File: src/rtl/bpa_pkg.sv
// shared types and constants for the buddy page allocator
// no dependencies
package bpa_pkg;

    localparam int FRAME_W         = 20;
    localparam int ORDER_W         = 4;
    localparam int STATUS_W        = 2;
    localparam int REGION_W        = 9;
    localparam int LVL_W           = 4;
    localparam int QUEUE_DEPTH     = 2;
    localparam int TOP_ORDER_DEF   = 4;
    localparam int NUM_PAGES_DEF   = 4096;
    localparam int REGION_RESET    = 256;

    localparam logic [STATUS_W-1:0] ST_OK       = 2'd0;
    localparam logic [STATUS_W-1:0] ST_NO_BLOCK = 2'd1;
    localparam logic [STATUS_W-1:0] ST_BAD_ORD  = 2'd2;

    localparam logic OP_ALLOC = 1'b0;
    localparam logic OP_FREE  = 1'b1;

    localparam logic REG_BASE   = 1'b0;
    localparam logic REG_REGION = 1'b1;

    typedef enum logic [1:0] {
        CMD_BAD,
        CMD_NOP,
        CMD_ALLOC,
        CMD_FREE
    } cmd_kind_t;

    typedef struct packed {
        cmd_kind_t            kind;
        logic [ORDER_W-1:0]   ord;
        logic [FRAME_W-1:0]   page;
    } cmd_t;

endpackage

File: src/rtl/bpa_queue.sv
// short command queue between front and back
// depends on bpa_pkg
module bpa_queue
    import bpa_pkg::*;
(
    input  logic clk,
    input  logic rst_n,
    input  logic push,
    input  cmd_t cmd_in,
    output logic full,
    output logic valid,
    input  logic pop,
    output cmd_t cmd_out
);

    localparam int PW = $clog2(QUEUE_DEPTH);
    localparam int CW = $clog2(QUEUE_DEPTH + 1);

    cmd_t          slot_reg [QUEUE_DEPTH];
    logic [PW-1:0] wr_ptr_reg;
    logic [PW-1:0] rd_ptr_reg;
    logic [CW-1:0] count_reg;

    assign full    = count_reg == CW'(QUEUE_DEPTH);
    assign valid   = count_reg != '0;
    assign cmd_out = slot_reg[rd_ptr_reg];

    always_ff @(posedge clk)
    begin
        if (push)
            slot_reg[wr_ptr_reg] <= cmd_in;
    end

    always_ff @(posedge clk or negedge rst_n)
    begin
        if (!rst_n)
        begin
            wr_ptr_reg <= '0;
            rd_ptr_reg <= '0;
            count_reg  <= '0;
        end
        else
        begin
            if (push)
                wr_ptr_reg <= (32'(wr_ptr_reg) == QUEUE_DEPTH - 1) ? '0 : wr_ptr_reg + 1'b1;
            if (pop)
                rd_ptr_reg <= (32'(rd_ptr_reg) == QUEUE_DEPTH - 1) ? '0 : rd_ptr_reg + 1'b1;
            if (push && !pop)
                count_reg <= count_reg + 1'b1;
            else if (pop && !push)
                count_reg <= count_reg - 1'b1;
        end
    end

endmodule

File: config.mk
export PLATFORM = sky130hd
export DESIGN_NAME = bpa_queue
export DESIGN_NICKNAME = d
export VERILOG_FILES = /design/src/rtl/bpa_pkg.sv /design/src/rtl/bpa_queue.sv
export SDC_FILE = /design/constraint.sdc
export NUM_CORES = 1
export LEC_CHECK = 0
export CORE_UTILIZATION = 42
export CTS_CLUSTER_SIZE = 24
export DETAILED_ROUTE_END_ITERATION = 8
export DONT_BUFFER_PORTS = 1
export SYNTH_ARGS = -nofsm -noshare
export SYNTH_HDL_FRONTEND = slang
export SYNTH_SLANG_ARGS = --single-unit
File: constraint.sdc
create_clock -name clk -period 2.2 [get_ports clk]
set_input_delay 0.33 -clock clk [delete_from_list [all_inputs] [get_ports clk]]
set_output_delay 0.33 -clock clk [all_outputs]
set_load 0.1 [all_outputs]
# After elaboration in Yosys (flattened, before gate mapping)
# Memory sizes are Yosys's and may differ from the RTL's.
# Index checks and enable logic that the tools add are counted.
dict set report word_totals {
  in_bits 30
  output_inout_bits 28
  latch_bits 0
  rom_bits 0
  ram_bits 52
  elab_cells 21
  regBits 4
  n_memories 1
}
# memory words width read_ports rd_ports_with_merged_regs write_ports line
set memory_table {}
lappend memory_table {slot_reg 2 26 1 0 1 bpa_queue.sv:19} ;# cmd_t slot_reg [QUEUE_DEPTH];
dict set report op_classes {
  magnitude_cmp 0
  reduce_logical 6
  n_mul 0
  bitwise_logic 0
  eq_ne 1
  mux 6
  shift 0
  add_sub_neg 4
  n_div 0
}
# operator n
set op_table {}
lappend op_table {{2-to-1 mux 1 bit} 4}
lappend op_table {{2-to-1 mux 2 bit} 2}
lappend op_table {{nonzero test 2 bit} 2}
lappend op_table {{adder 1 bit, second input constant} 2}
lappend op_table {{adder 2 x 1 -> 2 bit, second input constant} 1}
lappend op_table {{== test 2 bit, second input constant} 1}
lappend op_table {{logical AND 1 bit} 2}
lappend op_table {{zero test 1 bit} 2}
lappend op_table {{subtractor 2 x 1 -> 2 bit, second input constant} 1}

# Longest topological paths before layout
dict set report depth {
  word_depth 4
  ltp_mapped 5
  mapped_depth_nobuf 5
}

# Worst setup path before layout
# OpenSTA, ideal clock, no wires.
dict set report synth_path {
  kind {register to output}
  start {reg count_reg[0]}
  end {out full}
  arrival_ps 1749
  path_buffers 0
  setup_slack_ps 121
  stages_incl_launch_ff 2
  t_required_ps 1870
  path_cell_list {dfrtp_1 nor2b_1}
}
dict set report synth_via {
  elab_chain_cells 1
}
# item line
set synth_lines {}
lappend synth_lines {{start, declared} bpa_queue.sv:22} ;# logic [CW-1:0] count_reg;
lappend synth_lines {{start signal, assigned} bpa_queue.sv:49} ;# count_reg <= count_reg + 1'b1;
lappend synth_lines {{start signal, assigned} bpa_queue.sv:51} ;# count_reg <= count_reg - 1'b1;
lappend synth_lines {{== test 2 bit} bpa_queue.sv:24} ;# assign full = count_reg == CW'(QUEUE_DEPTH);
lappend synth_lines {{end, declared} bpa_queue.sv:10} ;# output logic full,
# Every way passes these cells.

==> flow_summary.ini <==
[global_routing]
grt_usage_pct = 13.2
antenna_found_initial = 0
grt_max_degree = 21
grt.busiest_layer = met2
grt_overflow_total = 0
use_met2_pct = 22.1
grtUsageMet3_pct = 7.27
grt_first_pass_wirelength_um = 4950
grt_pass1_vias = 977
gr-usage-met1_pct = 13.6

[clock_network]
clk_pin_slew_ps = 90
root_buffer = clkbuf_8
cts_tree = built
post_cts_buffers = 0
cts_hold_buf = 1
htree_levels = 2
worstSkewPairLatency_ps = 300
cts_resized = 0
cts_buffer_depth = 2
cts_made_buffers = 5
clock-sinks = 56

[sta]
whs_ps = 105
tightest_slew_ps = 506
slew_headroom_pct = 66.1
finalSetupViolCount = 0
fmax_mhz = 510
skew_ps = 2.98
rsz0062_at_grt = no
finalWorstSetupSlack_ps = 238
min_period_ps = 1960
fin_tns_setup_ps = 0
hold_viol_final = 0
drv_slew = 0
min_period_over_period_pct = 89.2

[routing]
wirelength_um = 3210
ant_nets = 0
viasPerCell = 4.83
first_pass_iters = 4
wl_per_cell_um = 17.3
via_count = 893
drtIter0Drc = 63
drc = 0

[floorplanning]
die_h_um = 73.8
die_w_um = 73.8
fp.coreArea_um2 = 4850
die-area_um2 = 5450
start_util_pct = 44.7
fp-row-count = 25
ios = 58

[critical_path]
critPathArrivalTime_ps = 1630
cp_slowest_stage_delay_ps = 570
regToRegSetupSlack_ps = 820
crit_path_end = cmd_out[0]
r2r-end = slot_reg[0][2]
crit_fanout = 20
cp.required_ps = 1870
worstSetupPathType = register to output pin
crit_path_start_kind = register
crit_path_cell_trace = buf_12 > mux2_4 > buf_12
crit_path_start = rd_ptr_reg
cp_common_cell = buf_12
end_kind = output pin
r2r_start = wr_ptr_reg
rr_worst_depth = 2
cp_slowest_cell = dfrtp_1

[synthesis]
synth_area_per_cell_um2 = 22.3
yosysWarnings = 0
postSynthCellCount = 97
synth.distinct_cells = 14
synthTopCellsByArea = edfxtp_1, mux2_4, dfrtp_1, mux2_2, buf_12
yosysSeqAreaShare_pct = 76.7
syn-num-nets = 128
synth_top_area_share_pct = 72.1
synth_top_area_cell = edfxtp_1
yosys_register_bits = 56
synth_area_um2 = 2170

[placed_design]
pre_cts_ws_ps = 545
routabilityCongestion = 0.593
port_buffers = 0
hpwl_um = 2240
dp.cells = 176

[cells_and_area]
num_antenna_cells = 0
layout.cells.non_filler = 185
mostFrequentLayoutCells = edfxtp_1, mux2_4, buf_12, mux2_2, clkbuf_8
final_common_cell = edfxtp_1
largest_reg_flops = 52
fillers = 390
syn_to_final_growth_pct = 20.4
fin_nets = 148
multi_input_area_um2 = 454
drive_above_1_share_pct = 42.4
seq_area_um2 = 1660

[min_path]
min_path_type = input pin to register

[job]
drv_cap = 0

[run_status]
status = complete, no violations
-- critical path, delay by kind of cell (launching register included) --
family                 cells  cell delay (ps)
buffers and inverters      2              420
multiplexers               1              330
flip-flops                 1              570
-- per-stage QoR --
stage | util (%) | area [um^2]
after global placement | 51.4 | 2490
after detailed placement | 51.4 | 2490
after floorplan | - | 2170
after CTS | 53.8 | 2610
final | 53.8 | 2610
after global routing | 53.8 | 2610
-- synth_stat cells, drive strengths merged --
master	n
xnor2	1
xor2	4
mux2	26
nor2b	2
ha	1
dfrtp	4
and2	1
edfxtp	52
inv	1
or2	1
buf	3
nor2	1
-- routing by layer --
| metal | vias to the layer above | part of all wire [%] |
|---|---|---|
| met1 | 444 | 35 |
| met4 | 0 | 1.3 |
| met5 | - | 0 |
| met3 | 7 | 11 |
| met2 | 37 | 52 |
| li1 | 405 | - |
-- logic make-up after synthesis --
kind of cell / share of synthesized area (%)
flip-flops: 76.7
buffers and inverters: 2.54
AND/OR/NAND/NOR: 1.33
XOR/XNOR: 2.02
multiplexers: 16.8
adder cells (fa/ha/maj): 0.578
-- worst min path at each step --
stage	from	endpoint	slack, ps	cells past startpoint
5_1_grt	pop	rd_ptr_reg	90	1
3_5_place_dp	rst_n	wr_ptr_reg	30	0
4_1_cts	pop	rd_ptr_reg	100	1
3_3_place_gp	rst_n	count_reg[1]	30	0
6_report	pop	rd_ptr_reg	110	1
2_1_floorplan	rst_n	count_reg[0]	30	0
-- final cells by class --
type	count	share of cell area, %
multi-input combinational	37	17.4
inverter	1	0.144
tap	67	3.21
sequential	56	63.7
clock buffer	5	2.64
clock inverter	3	1.44
timing repair buffer	16	11.4
Power is left out: the tool's default activity adds up to more than one toggle a clock period on the data nets, which glitch-free logic cannot reach.
