`src/rtl/bpa_pkg.sv`:
```
// shared types and constants for the buddy page allocator
// no dependencies
package bpa_pkg;

    localparam int FRAME_W         = 20;
    localparam int ORDER_W         = 4;
    localparam int STATUS_W        = 2;
    localparam int REGION_W        = 9;
    localparam int LVL_W           = 4;
    localparam int QUEUE_DEPTH     = 2;
    localparam int TOP_ORDER_DEF   = 4;
    localparam int NUM_PAGES_DEF   = 4096;
    localparam int REGION_RESET    = 256;

    localparam logic [STATUS_W-1:0] ST_OK       = 2'd0;
    localparam logic [STATUS_W-1:0] ST_NO_BLOCK = 2'd1;
    localparam logic [STATUS_W-1:0] ST_BAD_ORD  = 2'd2;

    localparam logic OP_ALLOC = 1'b0;
    localparam logic OP_FREE  = 1'b1;

    localparam logic REG_BASE   = 1'b0;
    localparam logic REG_REGION = 1'b1;

    typedef enum logic [1:0] {
        CMD_BAD,
        CMD_NOP,
        CMD_ALLOC,
        CMD_FREE
    } cmd_kind_t;

    typedef struct packed {
        cmd_kind_t            kind;
        logic [ORDER_W-1:0]   ord;
        logic [FRAME_W-1:0]   page;
    } cmd_t;

endpackage

```
`src/rtl/bpa_front.sv`:
```
// front end: takes input words, checks order, range and alignment
// depends on bpa_pkg
module bpa_front
    import bpa_pkg::*;
#(
    parameter int TOP_ORDER = TOP_ORDER_DEF,
    parameter int AW        = 13
)
(
    input  logic               in_valid,
    output logic               in_stall,
    input  logic               opcode,
    input  logic [ORDER_W-1:0] order,
    input  logic [FRAME_W-1:0] frame,
    input  logic [FRAME_W-1:0] base_frame,
    input  logic [AW-1:0]      managed,
    input  logic               q_full,
    input  logic               clearing,
    output logic               push,
    output cmd_t               cmd
);

    logic [FRAME_W-1:0] page;
    logic               misaligned;
    logic               outside;

    assign page       = frame - base_frame;
    assign misaligned = (page & ~({FRAME_W{1'b1}} << order)) != '0;
    assign outside    = 32'(page) >= 32'(managed);

    assign in_stall = q_full | clearing;
    assign push     = in_valid & ~in_stall;

    always_comb
    begin
        cmd.ord  = order;
        cmd.page = page;
        if (32'(order) > TOP_ORDER)
            cmd.kind = CMD_BAD;
        else if (opcode == OP_ALLOC)
            cmd.kind = CMD_ALLOC;
        else if (outside || misaligned)
            cmd.kind = CMD_NOP;
        else
            cmd.kind = CMD_FREE;
    end

endmodule

```
`config.mk`:
```
export PLATFORM = sky130hd
export DESIGN_NAME = bpa_front
export DESIGN_NICKNAME = d
export VERILOG_FILES = /design/src/rtl/bpa_pkg.sv /design/src/rtl/bpa_front.sv
export SDC_FILE = /design/constraint.sdc
export NUM_CORES = 1
export LEC_CHECK = 0
export ABC_AREA = 1
export BUFFER_PORTS_ARGS = -buffer_cell sky130_fd_sc_hd__buf_4
export CAP_MARGIN = 10
export CORE_MARGIN = 2
export CORE_UTILIZATION = 50
export DETAILED_ROUTE_END_ITERATION = 7
export GPL_TIMING_DRIVEN = 0
export PLACE_DENSITY = 0.85
export SETUP_SLACK_MARGIN = 0.2
export SYNTH_ARGS = -nofsm -noshare
export SYNTH_HDL_FRONTEND = slang
export SYNTH_SLANG_ARGS = --single-unit
```
`constraint.sdc`:
```
create_clock -name vclk -period 3.1
set_clock_uncertainty 0.1 [all_clocks]
set_input_delay 0.31 -clock vclk [all_inputs]
set_output_delay 0.31 -clock vclk [all_outputs]
set_load 0.01 [all_outputs]
```
## Word level (Yosys, flattened, before mapping)

Cells that the tools add are included.

- $lt $le $gt $ge: 2
- Divide/modulo/power cells: 0
- $add $sub $neg: 1
- Multiplexer cells: 3
- Reductions and logical operators: 2
- Bitwise gates (word level): 5
- Shift operators: 1
- Equal/unequal tests: 0
- $mul: 0

Operators with widths:

| kind | count |
|---|---|
| $and 20x20->20 | 1 |
| $ge 20x13->1 | 1 |
| $not 20->20 | 1 |
| $reduce_bool 20->1 | 1 |
| $shl 20x4->20 const A | 1 |
| $sub 20x20->20 | 1 |
| $mux 2 | 3 |
| $gt 4x3->1 const B | 1 |
| $and 1x1->1 | 1 |
| $logic_or 1x1->1 | 1 |
| $not 1->1 | 1 |
| $or 1x1->1 | 1 |

- Latch bits: 0
- Memories: 0
- Input port bits: 61
- Register bits: 0
- Output and inout bits: 28
- RAM bits: 0
- ROM bits: 0
- Word-level logic and storage cells: 14

## Longest topological paths before layout

Gate-level depths: netlist of run 1.

- Depth after elaboration: 8
- Mapped depth: 22
- Mapped depth without buffers: 22

## Worst setup path after synthesis of run 1

OpenSTA, ideal clock, no wires.

- Path kind: input to output
- Start: in frame[0]
- End: out cmd[25] (netlist name)
- Data arrival time: 2633 ps
- Slack: 57 ps
- Buffers on the path: 0
- Data required time: 2690 ps
- Stages on the path: 19
- Cell sequence: inv_1 > ha_1 > fa_1 > inv_1 > nand3_1 > nand2_1 > nand2_1 > nand2_2 > xor2_1 > ha_1 > nand4_1 > a21oi_1 > nor2_1 > nand2_1 > nand2_1 > nand2_1 > nor2_1 > nand4_1 > a21oi_1

RTL lines:

| what | RTL line | text |
|---|---|---|
| start: declaration | bpa_front.sv:14 | `input logic [FRAME_W-1:0] frame,` |
| end: declaration | bpa_front.sv:20 | `output cmd_t cmd` |

==> results of run 1 <==
==> final timing paths <==
kind	cells after the start	start	end	slack (ns)
max	21	frame[0]	cmd[25]	-0.11
min	3	opcode	cmd[25]	0.79
==> kinds of logic after synthesis <==
group	after synthesis
AND/OR/NAND/NOR	205
XOR/XNOR	5
buffers and inverters	95
adder cells (fa/ha/maj)	33
AO/OA/AOI/OAI	29
==> tightest hold or removal path, cell delays in order <==
cell and delay, ns:
sky130_fd_sc_hd__buf_4 0.09, sky130_fd_sc_hd__a21oi_2 0.04, sky130_fd_sc_hd__buf_4 0.13
==> cell usage in the layout (no fill, tap or decap), types with 7 or more instances in the layout <==
cell / count
sky130_fd_sc_hd__nand2_1: 98
sky130_fd_sc_hd__nor2_1: 26
sky130_fd_sc_hd__nand3_1: 16
sky130_fd_sc_hd__inv_1: 75
sky130_fd_sc_hd__a21oi_1: 16
sky130_fd_sc_hd__ha_4: 14
sky130_fd_sc_hd__ha_1: 15
sky130_fd_sc_hd__nand2_2: 19
sky130_fd_sc_hd__buf_4: 107
sky130_fd_sc_hd__inv_2: 14
sky130_fd_sc_hd__nand4_1: 9
sky130_fd_sc_hd__nand3_2: 7
==> routing by layer <==
metal  vias up  global-route usage (%)  routed length (um)
met2       140                    47.1                3570
met4         0                    1.28                 161
met5         -                       0                   0
met1      1251                    37.1                2970
met3        18                   0.511                 517
li1       1333                       -                   -
==> power by group through the flow <==
stage               registers (mW)  clock network (mW)  logic [mW]
floorplan                        0                   0       0.360
global placement                 0                   0       0.563
detailed placement               0                   0       0.574
CTS                              0                   0       0.625
global route                     0                   0       0.791
finish                           0                   0       0.730
==> layout make-up <==
type                            instances  area [sq um]
Fill cell                             254           564
Buffer                                  4          30.0
Timing Repair Buffer                  105           796
Inverter                               91           347
Multi-Input combinational cell        272          1890
Tap cell                               48          60.1
==> Yosys cell counts, types with 3 or more instances <==
| cell | instances | area [sq um] |
|---|---|---|
| sky130_fd_sc_hd__nand2_2 | 12 | 75.1 |
| sky130_fd_sc_hd__nand2_1 | 110 | 413 |
| sky130_fd_sc_hd__ha_1 | 32 | 400 |
| sky130_fd_sc_hd__o21ai_0 | 6 | 30.0 |
| sky130_fd_sc_hd__xor2_1 | 4 | 35.0 |
| sky130_fd_sc_hd__and2_1 | 5 | 31.3 |
| sky130_fd_sc_hd__a21oi_1 | 20 | 100 |
| sky130_fd_sc_hd__nand4_1 | 9 | 56.3 |
| sky130_fd_sc_hd__nand3_2 | 4 | 40.0 |
| sky130_fd_sc_hd__nand3_1 | 19 | 95.1 |
| sky130_fd_sc_hd__nor2_1 | 30 | 113 |
| sky130_fd_sc_hd__nor3_1 | 3 | 15.0 |
| sky130_fd_sc_hd__buf_4 | 4 | 30.0 |
| sky130_fd_sc_hd__inv_2 | 4 | 15.0 |
| sky130_fd_sc_hd__nand3b_1 | 6 | 45.0 |
| sky130_fd_sc_hd__inv_1 | 87 | 327 |
==> stage by stage <==
step	area (sq um)	hold slack [ns]	util, %
2_1_floorplan	1980	0.566	-
3_3_place_gp	2710	0.779	73.3
3_5_place_dp	2710	0.787	73.3
4_1_cts	2890	0.793	78.3
5_1_grt	3120	0.792	84.7
6_report	3120	0.786	84.7
==> timing repair <==
item / 4_1_cts / 5_1_grt
buffers inserted: 7 / 9
endpoints found under the setup margin: 1 / 1
pin swaps: 14 / 27
resized for setup: 28 / 42
==> summary.md, run 1 <==
| Metric | Value |
|---|---|
| Remaining design rule violation count | 0 |
| Top-Level Pins | between 80 and 90 |
| Failing checks | negative setup slack |
| Count of clock-net buffers in the final layout | 0 |
| Area fraction in and, or, nand and nor cells after synthesis | about half |
| Standard cell core area | between 3000 and 4000 sq um |
| Final Hold Viols | 0 |
| Starting density of the core | between 50 and 60% |
| First-pass GRT wire length | around 9.5 mm |
| Synthesis-to-layout area growth | 62.0% |
| Antenna diodes | 0 |
| Pin count of the biggest net entering global routing | 8 |
| Category of the most critical setup path | input pin to output pin |
| Register area | 0 sq um |
| Final period demand of the worst path | between 3 and 4 ns |
| Total placed cells including tap cells | 504 |
| Switching component of the power | 385 uW |
| Number of hold buffers added after CTS | 0 |
| Ratio of final minimum period to clock period | 104% |
| Clk network pwr share | 0% |
| Main combinational cell family by area after synthesis | simple AND/OR/NAND/NOR gates |
| Number of nets with antenna violations after detailed routing | 0 |
| Switching power as a share of total power | a little over half |
| Detailed Place HPWL | around 4.8 mm |
| Sum of negative setup slack | -0.109 ns |
| Routed via count | around 2,700 |
| Power density normalized to cell area | around 230 nW/um^2 |
| Synth Area in Adders | around 22% |
| Overall track demand over capacity in global routing | a little over a quarter |
| Count of non-filler cells in the finished layout | 520 |
| Slowest cell on crit path | sky130_fd_sc_hd__fa_2 |
| Via count of the first global-routing pass | 2,238 |
| Synthesized cell area | roughly 1900 sq um |
| Total number of nets in the final design | about 570 |
| Max Transition Viols Final | 0 |
| Aggregate global routing overflow | 0 |
| Total nets after synthesis | ~460 |
| Post-route worst setup slack | -0.109 ns |
| Setup-failing EPs final | 1 |
| Cell-by-cell trace of the critical path | buf_6 > inv_2 > ha_4 > fa_2 > inv_2 > nand3_2 > nand2_2 > nand2_2 > nand2_4 > xor2_2 > ha_1 > nand4_1 > a21oi_1 > nor2_1 > nand2_1 > nand2_1 > nand2_1 > nor2_1 > nand4_1 > a21oi_2 > buf_4 |
| Largest delay contributor family on the critical path | simple AND/OR/NAND/NOR gates |
| Data arrival time of the critical path | ~2.8 ns |
| DR WL/cell | approximately 14 um |
| Share of the yosys chip area belonging to registers | 0% |
| CP startpoint kind | input pin |
| Synth Instances | ~370 |
| Design Power | between 700 and 800 uW |
| Routed wire length | a little over 7 mm |
| Critical Path Fanout Max | 3 |
| Final weighted congestion in routability-driven placement | 0.931 |
| Most frequent cell on the critical path | sky130_fd_sc_hd__nand2_1 |
| Antenna violations before repair | 0 |
| Synth Area in Compound Gates | under 10% |
| Die Width | roughly 66 um |
| Synth Area per Inst | ~5.3 sq um |
| Relative contribution of combinational cells to total power | 100.0% |
| Count of buffers from port buffering | ~90 |
| Slew at the pin closest to its max-slew limit | just over 0.3 ns |
| Worst vdd ir | ~140 uV |
| Internal Power | between 300 and 400 uW |
| Static leakage power | approximately 1.8 nW |
| Count of distinct cell types in the synthesized netlist | 25 |
| Synthesized-area fraction occupied by xor and xnor cells | 2.27% |
| CP max stage delay | about 0.36 ns |
| Die extent in y | approximately 66 um |
| Worst Setup End Kind | output pin |
| DR pass1 iterations | 5 |
| Slew Limit Headroom | approximately four fifths |
| Setup repair after global routing missed its margin | yes |
| Share of synthesized area spent on multiplexers | 0% |
| Portion of total power attributed to sequential cells | 0% |
| Max Clock Freq | 312 MHz |
| Outcome | finished with violations |
| Area of the die | ~4400 sq um |
| Max Cap Viol | 0 |
| Critical path buffers and inverters | 4 |
| Drt initial violations | 216 |
| Standard-cell rows | 22 |
| Yosys warnings | 0 |
| Seq Cell Count | 0 |
| Hold/Removal Path Class | input pin to output pin |
| Minimum setup slack after placement | -0.235 ns |
| Number of vias per cell after detailed routing | roughly 5.3 |
| Required @ worst endpoint | 2.69 ns |
| Share of layout cells above drive strength 1 | between 40% and 50% |
(Power assumes the default switching activity.)
==> run 2: changes to the inputs <==
--- a/config.mk
+++ b/config.mk
@@ -12,8 +12,9 @@
 export CORE_UTILIZATION = 50
 export DETAILED_ROUTE_END_ITERATION = 7
 export GPL_TIMING_DRIVEN = 0
-export PLACE_DENSITY = 0.85
+export PLACE_DENSITY = 0.9
 export SETUP_SLACK_MARGIN = 0.2
 export SYNTH_ARGS = -nofsm -noshare
 export SYNTH_HDL_FRONTEND = slang
 export SYNTH_SLANG_ARGS = --single-unit
+export TNS_END_PERCENT = 5
==> run 2 against run 1 <==
The flow still finishes with violations (negative setup slack). Worst setup slack worse by 0.16 ns. Total power up 13%. Final cell count down 0.19%. Critical path depth unchanged. Sequential share of layout area unchanged. Die area unchanged. Sequential cell count unchanged. Count of clock-buffer cells in the layout unchanged. Wire length up 35%. Core utilization up 4.0 points. Highest routed layer unchanged.
==> summary.md, run 2 (synthesis results as in run 1) <==
| Metric | Value |
|---|---|
| Count of buffers from port buffering | between 80 and 90 |
| Routed wire length | approximately 10 mm |
| Most used routing layer | met2 |
| Area of the die | 4370 sq um |
| Most used cells in the layout excluding fill and tap cells | sky130_fd_sc_hd__buf_4 (98), sky130_fd_sc_hd__nand2_1 (92), sky130_fd_sc_hd__inv_1 (72) |
| Standard cell core area | ~3700 sq um |
| Overall track demand over capacity in global routing | between 20% and 30% |
| Relative contribution of combinational cells to total power | 100.0% |
| Remaining design rule violation count | 0 |
| Hold/Removal Path Class | input pin to output pin |
| Post-layout utilization of the core | approximately 89% |
| Pin count of the biggest net entering global routing | 8 |
| Aggregate global routing overflow | 0 |
| Number of hold buffers added after CTS | 0 |
| Largest delay contributor family on the critical path | simple AND/OR/NAND/NOR gates |
| Power density normalized to cell area | around 250 nW/um^2 |
| Max Clock Freq | ~300 MHz |
| DR pass1 iterations | 5 |
| Critical path buffers and inverters | 3 |
| First-pass GRT wire length | 10.0 mm |
| Synthesis-to-layout area growth | 69.8% |
| Setup-failing EPs final | 1 |
| Worst vdd ir | about 150 uV |
| GR met1 Demand/Resource | 37.0% |
| Cell-by-cell trace of the critical path | buf_6 > inv_4 > ha_4 > nand2_2 > nand2_2 > nand2_2 > nand3_4 > nand2_4 > nand2_4 > xor2_2 > ha_1 > a21oi_2 > o21ai_1 > nor2_1 > nand2_1 > nand2_1 > nand2_1 > nor2_1 > nand4_1 > a21oi_2 > buf_4 |
| Critical path launch point | base_frame[2] |
| Top-Level Pins | 89 |
| Minimum setup slack after placement | -0.311 ns |
| Antenna diodes | 0 |
| Ratio of final minimum period to clock period | 109% |
| Detailed Place HPWL | between 5 and 6 mm |
| Slowest cell on crit path | sky130_fd_sc_hd__ha_1 |
| Required @ worst endpoint | 2.69 ns |
| CP startpoint kind | input pin |
| Slew Limit Headroom | between 70% and 80% |
| Count of clock-net buffers in the final layout | 0 |
| DR WL/cell | approximately 19 um |
| Setup repair after global routing missed its margin | yes |
| Category of the most critical setup path | input pin to output pin |
| Max Transition Viols Final | 0 |
| Final Hold Viols | 0 |
| Number of nets with antenna violations after detailed routing | 0 |
| Register area | 0 sq um |
| Met2 routing resource usage after global routing | 50.5% |
| Worst Hold Margin | slightly below 0.8 ns |
| Filler cells | between 200 and 250 |
| Timing endpoint of the critical path | cmd[25] |
| CP Depth | 21 |
| Data arrival time of the critical path | a little under 3 ns |
| Total number of nets in the final design | ~570 |
| Via count of the first global-routing pass | 2,358 |
| Switching component of the power | around 460 uW |
| Critical Path Fanout Max | 6 |
| Clk network pwr share | 0% |
| Starting density of the core | 52.3% |
| Portion of total power attributed to sequential cells | 0% |
| Drt initial violations | between 200 and 300 |
| Final weighted congestion in routability-driven placement | about 0.93 |
| Most common cell after layout, fill and taps aside | sky130_fd_sc_hd__buf_4 |
| Die Width | 66.1 um |
| Switching power as a share of total power | 55.3% |
| Outcome | finished with violations |
| Final period demand of the worst path | between 3 and 4 ns |
| Post-route worst setup slack | -0.272 ns |
| Area of the multi-input gates | approximately 2000 sq um |
| Routed via count | between 3,000 and 4,000 |
| Standard-cell rows | 22 |
| Slew at the pin closest to its max-slew limit | 0.303 ns |
| Max Cap Viol | 0 |
| Die extent in y | 66.1 um |
| CP max stage delay | approximately 0.35 ns |
| Number of vias per cell after detailed routing | 6.01 |
| Share of layout cells above drive strength 1 | 44.4% |
| Antenna violations before repair | 0 |
| Grt met3 use | less than 1% |
| Worst Setup End Kind | output pin |
| Static leakage power | between 1.5 and 2 nW |
| Seq Cell Count | 0 |
| Failing checks | negative setup slack |
| Internal Power | 369 uW |
run 2: worst min path at each step:
stage	endpoint	start	slack, ns	depth (start not counted)
after floorplan	cmd[25]	opcode	0.57	1
after global routing	cmd[25]	opcode	0.80	3
after CTS	cmd[25]	opcode	0.79	3
final	cmd[25]	opcode	0.78	3
after detailed placement	cmd[25]	opcode	0.78	3
after global placement	cmd[25]	opcode	0.78	3
run 2: power groups by stage:
stage          combinational, mW  clock, mW  sequential, mW
6_report                   0.825          0               0
5_1_grt                    0.864          0               0
4_1_cts                    0.629          0               0
3_5_place_dp               0.582          0               0
3_3_place_gp               0.561          0               0
2_1_floorplan              0.360          0               0
run 2: metrics by stage:
stage	std cells	instance area [sq um]	power, mW	setup TNS (ns)
2_1_floorplan	367	1980	0.360	0
3_3_place_gp	504	2710	0.561	-0.194
3_5_place_dp	504	2710	0.583	-0.311
4_1_cts	508	2890	0.629	-0.0770
5_1_grt	519	3270	0.864	-0.310
6_report	519	3270	0.825	-0.272
run 2: repair_timing:
item | in CTS | in global routing
endpoints found under the setup margin | 1 | 1
pin swaps | 14 | 47
endpoints found under the hold margin | 0 | 0
buffers inserted | 4 | 11
gates resized for setup | 29 | 78
run 2: layout make-up:
| type | instances | share of cell area (%) |
|---|---|---|
| timing repair buffer | 104 | 25.1 |
| buffer | 4 | 0.917 |
| tap | 48 | 1.83 |
| multi-input combinational | 272 | 61.3 |
| inverter | 91 | 10.8 |
run 2: per-layer routing:
| metal | part of all wire (%) | vias to the layer above |
|---|---|---|
| met4 | 9.3 | 0 |
| met5 | 0 | - |
| met1 | 32 | 1393 |
| met3 | 10 | 95 |
| li1 | - | 1338 |
| met2 | 48 | 294 |
